$ cat config.mk
export PLATFORM = sky130hd
export DESIGN_NAME = msvf_ctrl
export DESIGN_NICKNAME = d
export VERILOG_FILES = /design/src/rtl/msvf_pkg.sv /design/src/rtl/msvf_ctrl.sv
export SDC_FILE = /design/constraint.sdc
export NUM_CORES = 1
export LEC_CHECK = 0
export ABC_CLOCK_PERIOD_IN_PS = 1900
export BUFFER_PORTS_ARGS = -buffer_cell sky130_fd_sc_hd__buf_2
export CORE_MARGIN = 3
export CORE_UTILIZATION = 46
export DETAILED_ROUTE_END_ITERATION = 7
export GPL_TIMING_DRIVEN = 0
export PLACE_DENSITY_LB_ADDON = 0.08
export SYNTH_ARGS = -nofsm -noshare
export SYNTH_HDL_FRONTEND = slang
export SYNTH_SLANG_ARGS = --single-unit
export TNS_END_PERCENT = 30
$ cat constraint.sdc
create_clock -name clk -period 1.9 [get_ports clk]
set_input_delay 0.095 -clock clk [delete_from_list [all_inputs] [get_ports clk]]
set_output_delay 0.095 -clock clk [all_outputs]
set_load 0.05 [all_outputs]
$ cat src/rtl/msvf_pkg.sv
// ----------------------------------------------------------------------------
// msvf_pkg
// Shared widths, codes, command/status types and saturation helpers for the
// multimode state variable filter.
// ----------------------------------------------------------------------------
package msvf_pkg;

  // Channel payload widths.
  localparam int SAMPLE_BITS  = 24;
  localparam int NUM_CHANNELS = 2;
  localparam int CH_BITS      = 1;

  // Coefficients are Q8.24.
  localparam int COEF_W = 32;
  localparam int FRAC   = 24;

  // Integrator and response word.
  localparam int ST_W = 40;

  // Multiplier: 40-bit magnitude times 34-bit magnitude, in two halves.
  localparam int MAG_W  = ST_W;
  localparam int MB_W   = 34;
  localparam int HALF   = MAG_W / 2;
  localparam int PP_W   = HALF + MB_W;
  localparam int P_W    = MAG_W + MB_W;
  localparam int MRES_W = P_W + 1 - FRAC;

  // Adder width wide enough for three product-sized terms.
  localparam int SUM_W = MRES_W + 3;

  // Divider: loop denominator and quotient.
  localparam int DEN_W  = 43;
  localparam int Q_W    = ST_W;
  localparam int DIV_HI = MAG_W + FRAC - Q_W;
  localparam int CNT_W  = $clog2(Q_W);

  // Configuration register indexes.
  localparam int CFG_IDX_W = 3;
  typedef logic [CFG_IDX_W-1:0] reg_idx_t;
  localparam reg_idx_t REG_ENABLE = 3'd0;
  localparam reg_idx_t REG_TYPE   = 3'd1;
  localparam reg_idx_t REG_G      = 3'd2;
  localparam reg_idx_t REG_R      = 3'd3;
  localparam reg_idx_t REG_K      = 3'd4;

  // Filter responses.
  typedef logic [2:0] ftype_t;
  localparam ftype_t FT_LOW     = 3'd0;
  localparam ftype_t FT_BAND    = 3'd1;
  localparam ftype_t FT_HIGH    = 3'd2;
  localparam ftype_t FT_UBAND   = 3'd3;
  localparam ftype_t FT_SHELF   = 3'd4;
  localparam ftype_t FT_NOTCH   = 3'd5;
  localparam ftype_t FT_ALLPASS = 3'd6;
  localparam ftype_t FT_PEAK    = 3'd7;

  // Multiply operations issued to the shared multiplier.
  typedef logic [2:0] op_t;
  localparam op_t OP_RG    = 3'd0;  // R * g, first denominator term
  localparam op_t OP_GG    = 3'd1;  // g * g, second denominator term
  localparam op_t OP_Z1    = 3'd2;  // z1 * (2R + g)
  localparam op_t OP_HG    = 3'd3;  // HP * g
  localparam op_t OP_BG    = 3'd4;  // BP * g
  localparam op_t OP_UBP   = 3'd5;  // BP * 2R
  localparam op_t OP_SHELF = 3'd6;  // UBP * K
  localparam op_t OP_AP    = 3'd7;  // BP * 4R

  // Response picked when the integrators are updated.
  typedef logic [1:0] ysel_t;
  localparam ysel_t Y_LP   = 2'd0;
  localparam ysel_t Y_BP   = 2'd1;
  localparam ysel_t Y_HP   = 2'd2;
  localparam ysel_t Y_PEAK = 2'd3;

  typedef struct packed {
    logic  load;
    logic  mul_start;
    logic  mul_post;
    logic  div_start;
    logic  div_post;
    logic  upd;
    logic  notch;
    logic  out_load;
    op_t   op;
    ysel_t ysel;
  } cmd_t;

  typedef struct packed {
    logic mul_done;
    logic div_done;
    logic ch_ok;
  } st_t;

  function automatic logic signed [SUM_W-1:0] sx_st(input logic signed [ST_W-1:0] v);
    return {{(SUM_W-ST_W){v[ST_W-1]}}, v};
  endfunction

  function automatic logic signed [SUM_W-1:0] sx_mr(input logic signed [MRES_W-1:0] v);
    return {{(SUM_W-MRES_W){v[MRES_W-1]}}, v};
  endfunction

  function automatic logic [MAG_W-1:0] abs_st(input logic signed [ST_W-1:0] v);
    return v[ST_W-1] ? MAG_W'(-v) : MAG_W'(v);
  endfunction

  // Clamp a wide sum to the integrator word.
  function automatic logic signed [ST_W-1:0] sat_st(input logic signed [SUM_W-1:0] v);
    if ((&v[SUM_W-1:ST_W-1]) || !(|v[SUM_W-1:ST_W-1])) begin
      return v[ST_W-1:0];
    end else if (v[SUM_W-1]) begin
      return {1'b1, {(ST_W-1){1'b0}}};
    end else begin
      return {1'b0, {(ST_W-1){1'b1}}};
    end
  endfunction

  // Clamp an integrator word to the output sample.
  function automatic logic signed [SAMPLE_BITS-1:0] sat_smp(
    input logic signed [ST_W-1:0] v
  );
    if ((&v[ST_W-1:SAMPLE_BITS-1]) || !(|v[ST_W-1:SAMPLE_BITS-1])) begin
      return v[SAMPLE_BITS-1:0];
    end else if (v[ST_W-1]) begin
      return {1'b1, {(SAMPLE_BITS-1){1'b0}}};
    end else begin
      return {1'b0, {(SAMPLE_BITS-1){1'b1}}};
    end
  endfunction

endpackage

$ cat src/rtl/msvf_ctrl.sv
// ----------------------------------------------------------------------------
// msvf_ctrl
// Sequencer for the filter: steps one sample through the multiply, divide
// and update operations and owns the input and result handshakes.
// ----------------------------------------------------------------------------
module msvf_ctrl (
  input  logic                    clk,
  input  logic                    rst_n,
  input  logic                    in_valid,
  output logic                    in_ready,
  output logic                    out_valid,
  input  logic                    out_ready,
  input  logic                    enable,
  input  msvf_pkg::ftype_t        filter_type,
  input  msvf_pkg::st_t           st,
  output msvf_pkg::cmd_t          cmd
);

  localparam logic [2:0] S_IDLE   = 3'd0;
  localparam logic [2:0] S_MSTART = 3'd1;
  localparam logic [2:0] S_MWAIT  = 3'd2;
  localparam logic [2:0] S_DSTART = 3'd3;
  localparam logic [2:0] S_DWAIT  = 3'd4;
  localparam logic [2:0] S_UPD    = 3'd5;
  localparam logic [2:0] S_NOTCH  = 3'd6;
  localparam logic [2:0] S_DONE   = 3'd7;

  logic [2:0]      state_r, state_nxt;
  msvf_pkg::op_t   op_r, op_nxt;
  logic            out_valid_r, out_valid_nxt;

  always_comb begin
    cmd       = '0;
    cmd.op    = op_r;
    state_nxt = state_r;
    op_nxt    = op_r;
    in_ready  = 1'b0;
    unique case (state_r)
      S_IDLE: begin
        in_ready = 1'b1;
        if (in_valid) begin
          cmd.load = 1'b1;
          if (enable && st.ch_ok) begin
            op_nxt    = msvf_pkg::OP_RG;
            state_nxt = S_MSTART;
          end else begin
            state_nxt = S_DONE;
          end
        end
      end
      S_MSTART: begin
        cmd.mul_start = 1'b1;
        state_nxt     = S_MWAIT;
      end
      S_MWAIT: begin
        if (st.mul_done) begin
          cmd.mul_post = 1'b1;
          unique case (op_r)
            msvf_pkg::OP_RG: begin
              op_nxt    = msvf_pkg::OP_GG;
              state_nxt = S_MSTART;
            end
            msvf_pkg::OP_GG: begin
              op_nxt    = msvf_pkg::OP_Z1;
              state_nxt = S_MSTART;
            end
            msvf_pkg::OP_Z1: state_nxt = S_DSTART;
            msvf_pkg::OP_HG: begin
              op_nxt    = msvf_pkg::OP_BG;
              state_nxt = S_MSTART;
            end
            msvf_pkg::OP_BG: state_nxt = S_UPD;
            msvf_pkg::OP_UBP: begin
              if (filter_type == msvf_pkg::FT_SHELF) begin
                op_nxt    = msvf_pkg::OP_SHELF;
                state_nxt = S_MSTART;
              end else if (filter_type == msvf_pkg::FT_NOTCH) begin
                state_nxt = S_NOTCH;
              end else begin
                state_nxt = S_DONE;
              end
            end
            msvf_pkg::OP_SHELF, msvf_pkg::OP_AP: state_nxt = S_DONE;
          endcase
        end
      end
      S_DSTART: begin
        cmd.div_start = 1'b1;
        state_nxt     = S_DWAIT;
      end
      S_DWAIT: begin
        if (st.div_done) begin
          cmd.div_post = 1'b1;
          op_nxt       = msvf_pkg::OP_HG;
          state_nxt    = S_MSTART;
        end
      end
      S_UPD: begin
        cmd.upd = 1'b1;
        unique case (filter_type) inside
          msvf_pkg::FT_LOW: begin
            cmd.ysel  = msvf_pkg::Y_LP;
            state_nxt = S_DONE;
          end
          msvf_pkg::FT_BAND: begin
            cmd.ysel  = msvf_pkg::Y_BP;
            state_nxt = S_DONE;
          end
          msvf_pkg::FT_HIGH: begin
            cmd.ysel  = msvf_pkg::Y_HP;
            state_nxt = S_DONE;
          end
          msvf_pkg::FT_PEAK: begin
            cmd.ysel  = msvf_pkg::Y_PEAK;
            state_nxt = S_DONE;
          end
          msvf_pkg::FT_UBAND, msvf_pkg::FT_SHELF, msvf_pkg::FT_NOTCH: begin
            op_nxt    = msvf_pkg::OP_UBP;
            state_nxt = S_MSTART;
          end
          msvf_pkg::FT_ALLPASS: begin
            op_nxt    = msvf_pkg::OP_AP;
            state_nxt = S_MSTART;
          end
        endcase
      end
      S_NOTCH: begin
        cmd.notch = 1'b1;
        state_nxt = S_DONE;
      end
      S_DONE: begin
        // The result register is free once its beat has been taken.
        if (!out_valid_r || out_ready) begin
          cmd.out_load = 1'b1;
          state_nxt    = S_IDLE;
        end
      end
    endcase
  end

  always_comb begin
    out_valid_nxt = out_valid_r;
    if (out_valid_r && out_ready) begin
      out_valid_nxt = 1'b0;
    end
    if (cmd.out_load) begin
      out_valid_nxt = 1'b1;
    end
  end

  always_ff @(posedge clk) begin
    if (!rst_n) begin
      state_r     <= S_IDLE;
      op_r        <= msvf_pkg::OP_RG;
      out_valid_r <= 1'b0;
    end else begin
      state_r     <= state_nxt;
      op_r        <= op_nxt;
      out_valid_r <= out_valid_nxt;
    end
  end

  assign out_valid = out_valid_r;

endmodule

==> Yosys cells after proc, flatten, opt, wreduce, memory -nomap -nowiden <==
Cells that the tools add are included.
{ "classes": {"eq_ne": 29, "n_mux": 35, "reduce_logical": 16} }
{ "ops": {"columns": ["operator", "count"], "rows": [
  ["3-bit == test (second input constant)", 12],
  ["3-bit 2-to-1 mux", 11],
  ["3-bit case mux with 4 select lines", 2],
  ["3-bit case mux with 8 select lines", 1],
  ["3-bit by 2-bit == test with 1-bit output (second input constant)", 6],
  ["1-bit 2-to-1 mux", 16],
  ["3-bit case mux with 5 select lines", 1],
  ["3-bit case mux with 2 select lines", 2],
  ["2-bit inequality test (second input constant)", 5],
  ["3-bit by 1-bit == test with 1-bit output (second input constant)", 3],
  ["3-bit zero test", 3],
  ["8-bit AND reduction", 1],
  ["4-bit OR reduction", 2],
  ["2-bit case mux with 3 select lines", 1],
  ["3-bit OR reduction", 2],
  ["5-bit by 1-bit inequality test with 1-bit output (second input constant)", 1],
  ["4-bit AND reduction", 1],
  ["4-bit nonzero test", 1],
  ["3-bit by 2-bit inequality test with 1-bit output (second input constant)", 1],
  ["3-bit inequality test (second input constant)", 1],
  ["1-bit logical AND", 2],
  ["2-bit 2-to-1 mux", 1],
  ["2-bit nonzero test", 1],
  ["2-bit OR reduction", 1],
  ["2 further kinds", 2]
]} }
{ "word_totals": {"register_bits": 7, "inputBits": 11, "out_inout_bits": 15, "elab_cells": 83} }

==> Longest topological paths before layout <==
{ "depth": {"ltp_word": 6, "depth_mapped": 6, "depth_no_buf": 5} }

==> Worst setup path before layout <==
Ideal clock, no wire load.
{ "synth_path": {"kind": "reg2out", "start": "register state_r[1]", "end": "output cmd[0] in the netlist's numbering", "arrival_time_ps": 1937, "required_ps": 1805, "setup_slack_ps": -132, "path_stages_with_launch": 5, "cell_sequence": "dfxtp_1 buf_6 nand2b_1 nor2_1 and3_1"} }
{ "synth_rtl": {"columns": ["element", "line", "text"], "rows": [
  ["from (decl)", "msvf_ctrl.sv:28", "logic [2:0] state_r, state_nxt;"],
  ["from (signal assigned)", "msvf_ctrl.sv:157", "state_r <= state_nxt;"],
  ["to (decl)", "msvf_ctrl.sv:16", "output msvf_pkg::cmd_t cmd"]
]} }

==> metrics.yaml <==
run_status:
  status: "finished clean"
setup_path:
  startpoint_type: "register"
  end_kind: "output port"
  r2r_setup_slack_ns: 0.25
  worstPathArrival_ns: 1.64
  r2r-start: "state_r[1]$_SDFFE_PN0P_"
  cp-startpoint: "state_r[1]$_SDFFE_PN0P_"
  crit_type: "register to output port"
  rr_worst_depth: 6
  required_ns: 1.80
  endpoint: "cmd[6]"
  path_max_fanout: 10
  r2r-end: "op_r[2]$_SDFFE_PN0P_"
synthesis:
  netlist.area_leader.share_pct: 21.3
  synth-edff-count: 0
  synth_warnings: 0
  synth_nets: 101
  yosysTopAreaCell: "dfxtp_1"
  synth_cell_type_count: 39
  synth.area.top_cells: "dfxtp_1 21%, a21oi_1 6.1%, o21ai_0 6.1%, nor2_1 5.1%, xnor2_1 4.0%"
  ys.flop_type: "dfxtp_1"
  synth_area_sq_um: 658
  ys_seq_area_share_pct: 21.3
  ys_ff_latch: 7
  synth_common_cells: "9 x nor2_1, 8 x a21oi_1, 8 x o21ai_0"
  ys_async_sr_fraction_pct: 0
  syn_avg_cell_area_sq_um: 7.31
  yosysMostFrequentCell: "nor2_1"
  synth_cells: 90
drt:
  drt-total-wl_mm: 1.66
  drc: 0
  dr.first_iter.drc_count: 23
  wire_per_inst_um: 12.5
  dr.pass1.iters: 4
  antenna_left: 0
  viasPerCell: 5.45
  dr_total_vias: 725
layout:
  area_growth_pct: 25.9
  num-nets-final: 130
  drive_gt1_share_pct: 31.4
  fin_util_pct: 62.9
  antennaDiodeCount: 0
placement:
  place_congestion: 0.817
  dp_hpwl_mm: 1.23
  portBuffers: 24
grt:
  grt_pass1_wl_mm: 2.73
  track_usage_pct: 18.9
  overflow: 0
  antenna_found_initial: 0
  grt_max_degree: 11
  grt_pass1_vias: 628
timing:
  period_minus_slack_ns: 1.73
  tightestPinTransition_ns: 0.372
  period_share_pct: 91.2
  skew_ns: 0.00164
  setup_viol: 0
  slew_viol_final: 0
  holdWs_ns: 0.223
  final.setup.tns_ns: 0
  rsz0062_at_grt: "false"
  fmax_ghz: 0.577
  maxSlewHeadroom_pct: 75.2
  hold_viol: 0
clocking:
  ctsRootBufferMaster: "clkbuf_4"
  cts_buffers: 3
  clockBufferDepth: 2
  clock_latency_ns: 0.25
  clk_pin_slew_ns: 0.05
  cts_setup_buffers: 0
  cts_tree: "yes"
  cts_max_level: 1
  cts.sinks: 7
die:
  die_h_um: 43.8
  start_util_pct: 50.0
  dieWidth_um: 43.8
  core_area_sq_um: 1320
  die-area_sq_um: 1920
  fp-row-count: 13
  io_pins: 26
power_and_ir_drop:
  ir_drop_mv: 0.656
  power_mw: 1.42
  powerDensity_nw_per_um2: 1720
  p_leak_nw: 0.402
flow_run:
  max_cap_violations: 0
worst_hold_path:
  hold_class: "input port to register"
==> cells in the final DEF (no fill, tap or decap), types with 2 or more instances in the layout <==
cell / count
buf_2: 24
nor2_1: 8
a21oi_1: 8
o21ai_0: 8
dfxtp_1: 7
and3_1: 4
inv_1: 3
nand3_1: 3
nand2b_1: 3
xnor2_1: 3
clkbuf_1: 3
and2_1: 3
nand2_1: 3
clkbuf_4: 3
clkbuf_2: 2
nor3_1: 2
nor2b_1: 2
o22ai_1: 2
nand3b_1: 2
or3b_1: 2
==> worst min-delay path by stage <==
stage	cells after the start	startpoint	endpoint	slack, ns
2_1_floorplan	2	out_ready	state_r[1]$_SDFFE_PN0P_	0.33
3_3_place_gp	3	out_ready	state_r[1]$_SDFFE_PN0P_	0.48
3_5_place_dp	3	out_ready	state_r[2]$_SDFFE_PN0P_	0.48
4_1_cts	2	rst_n	op_r[2]$_SDFFE_PN0P_	0.22
5_1_grt	3	out_ready	state_r[2]$_SDFFE_PN0P_	0.22
6_report	2	rst_n	op_r[2]$_SDFFE_PN0P_	0.22
==> per-stage QoR <==
step	worst slack [ns]	cell area (sq um)	instances
after floorplan	-0.0158	661	90
after global placement	0.254	800	129
after detailed placement	0.264	800	129
after CTS	0.0575	826	133
after global routing	0.0435	828	133
final	0.167	828	133
==> registers in the layout, indices dropped and copies added, names as in the netlist <==
register / cells
op_r: 3
out_valid: 1
state_r: 3
==> layer usage <==
layer / vias to the layer above / wire length, um / global-route usage, % / share of wire, %
li1: 380 / - / - / -
met1: 312 / 772 / 24.7 / 46
met2: 33 / 749 / 29.1 / 45
met3: 0 / 139 / 6.64 / 8.4
met4: 0 / 0 / 5.42 / 0
met5: - / 0 / 0 / 0
==> logic make-up (layout without fill, tap and decap cells) <==
| group | count (synthesis) | in the layout | synth area share (%) |
|---|---|---|---|
| buffers and inverters | 9 | 37 | 6.84 |
| DFF | 7 | 7 | 21.3 |
| AOI/OAI and AO/OA | 29 | 29 | 27.8 |
| and+or+nand+nor | 39 | 39 | 34.6 |
| muxes | 3 | 3 | 5.51 |
| xor gates and xnor gates | 3 | 3 | 3.99 |
==> where the power goes <==
group          switching, mW  internal [mW]  total (mW)
clock network         0.0520         0.0800       0.132
registers             0.0775          0.200       0.277
logic                  0.666          0.349        1.02
==> worst max-delay path: stages (launching register included) <==
cell and delay, ns:
dfxtp_1 0.32, buf_6 0.13, clkbuf_1 0.32, nor2b_1 0.23, and2_1 0.15, buf_2 0.25
==> final cells by class <==
cell class / instances / area, sq um
clock buffer: 4 / 26.3
multi-input combinational: 74 / 475
buffer: 6 / 36.3
timing repair buffer: 24 / 120
fill: 128 / 489
tap: 15 / 18.8
sequential: 7 / 140
inverter: 3 / 11.3
==> repair_timing <==
| item | 4_1_cts | 5_1_grt |
|---|---|---|
| gates resized for setup | 0 | 4 |
| setup endpoints to repair | 0 | 1 |
| hold buffers | 0 | 0 |
Note: power is estimated with default switching activity, not from simulation.
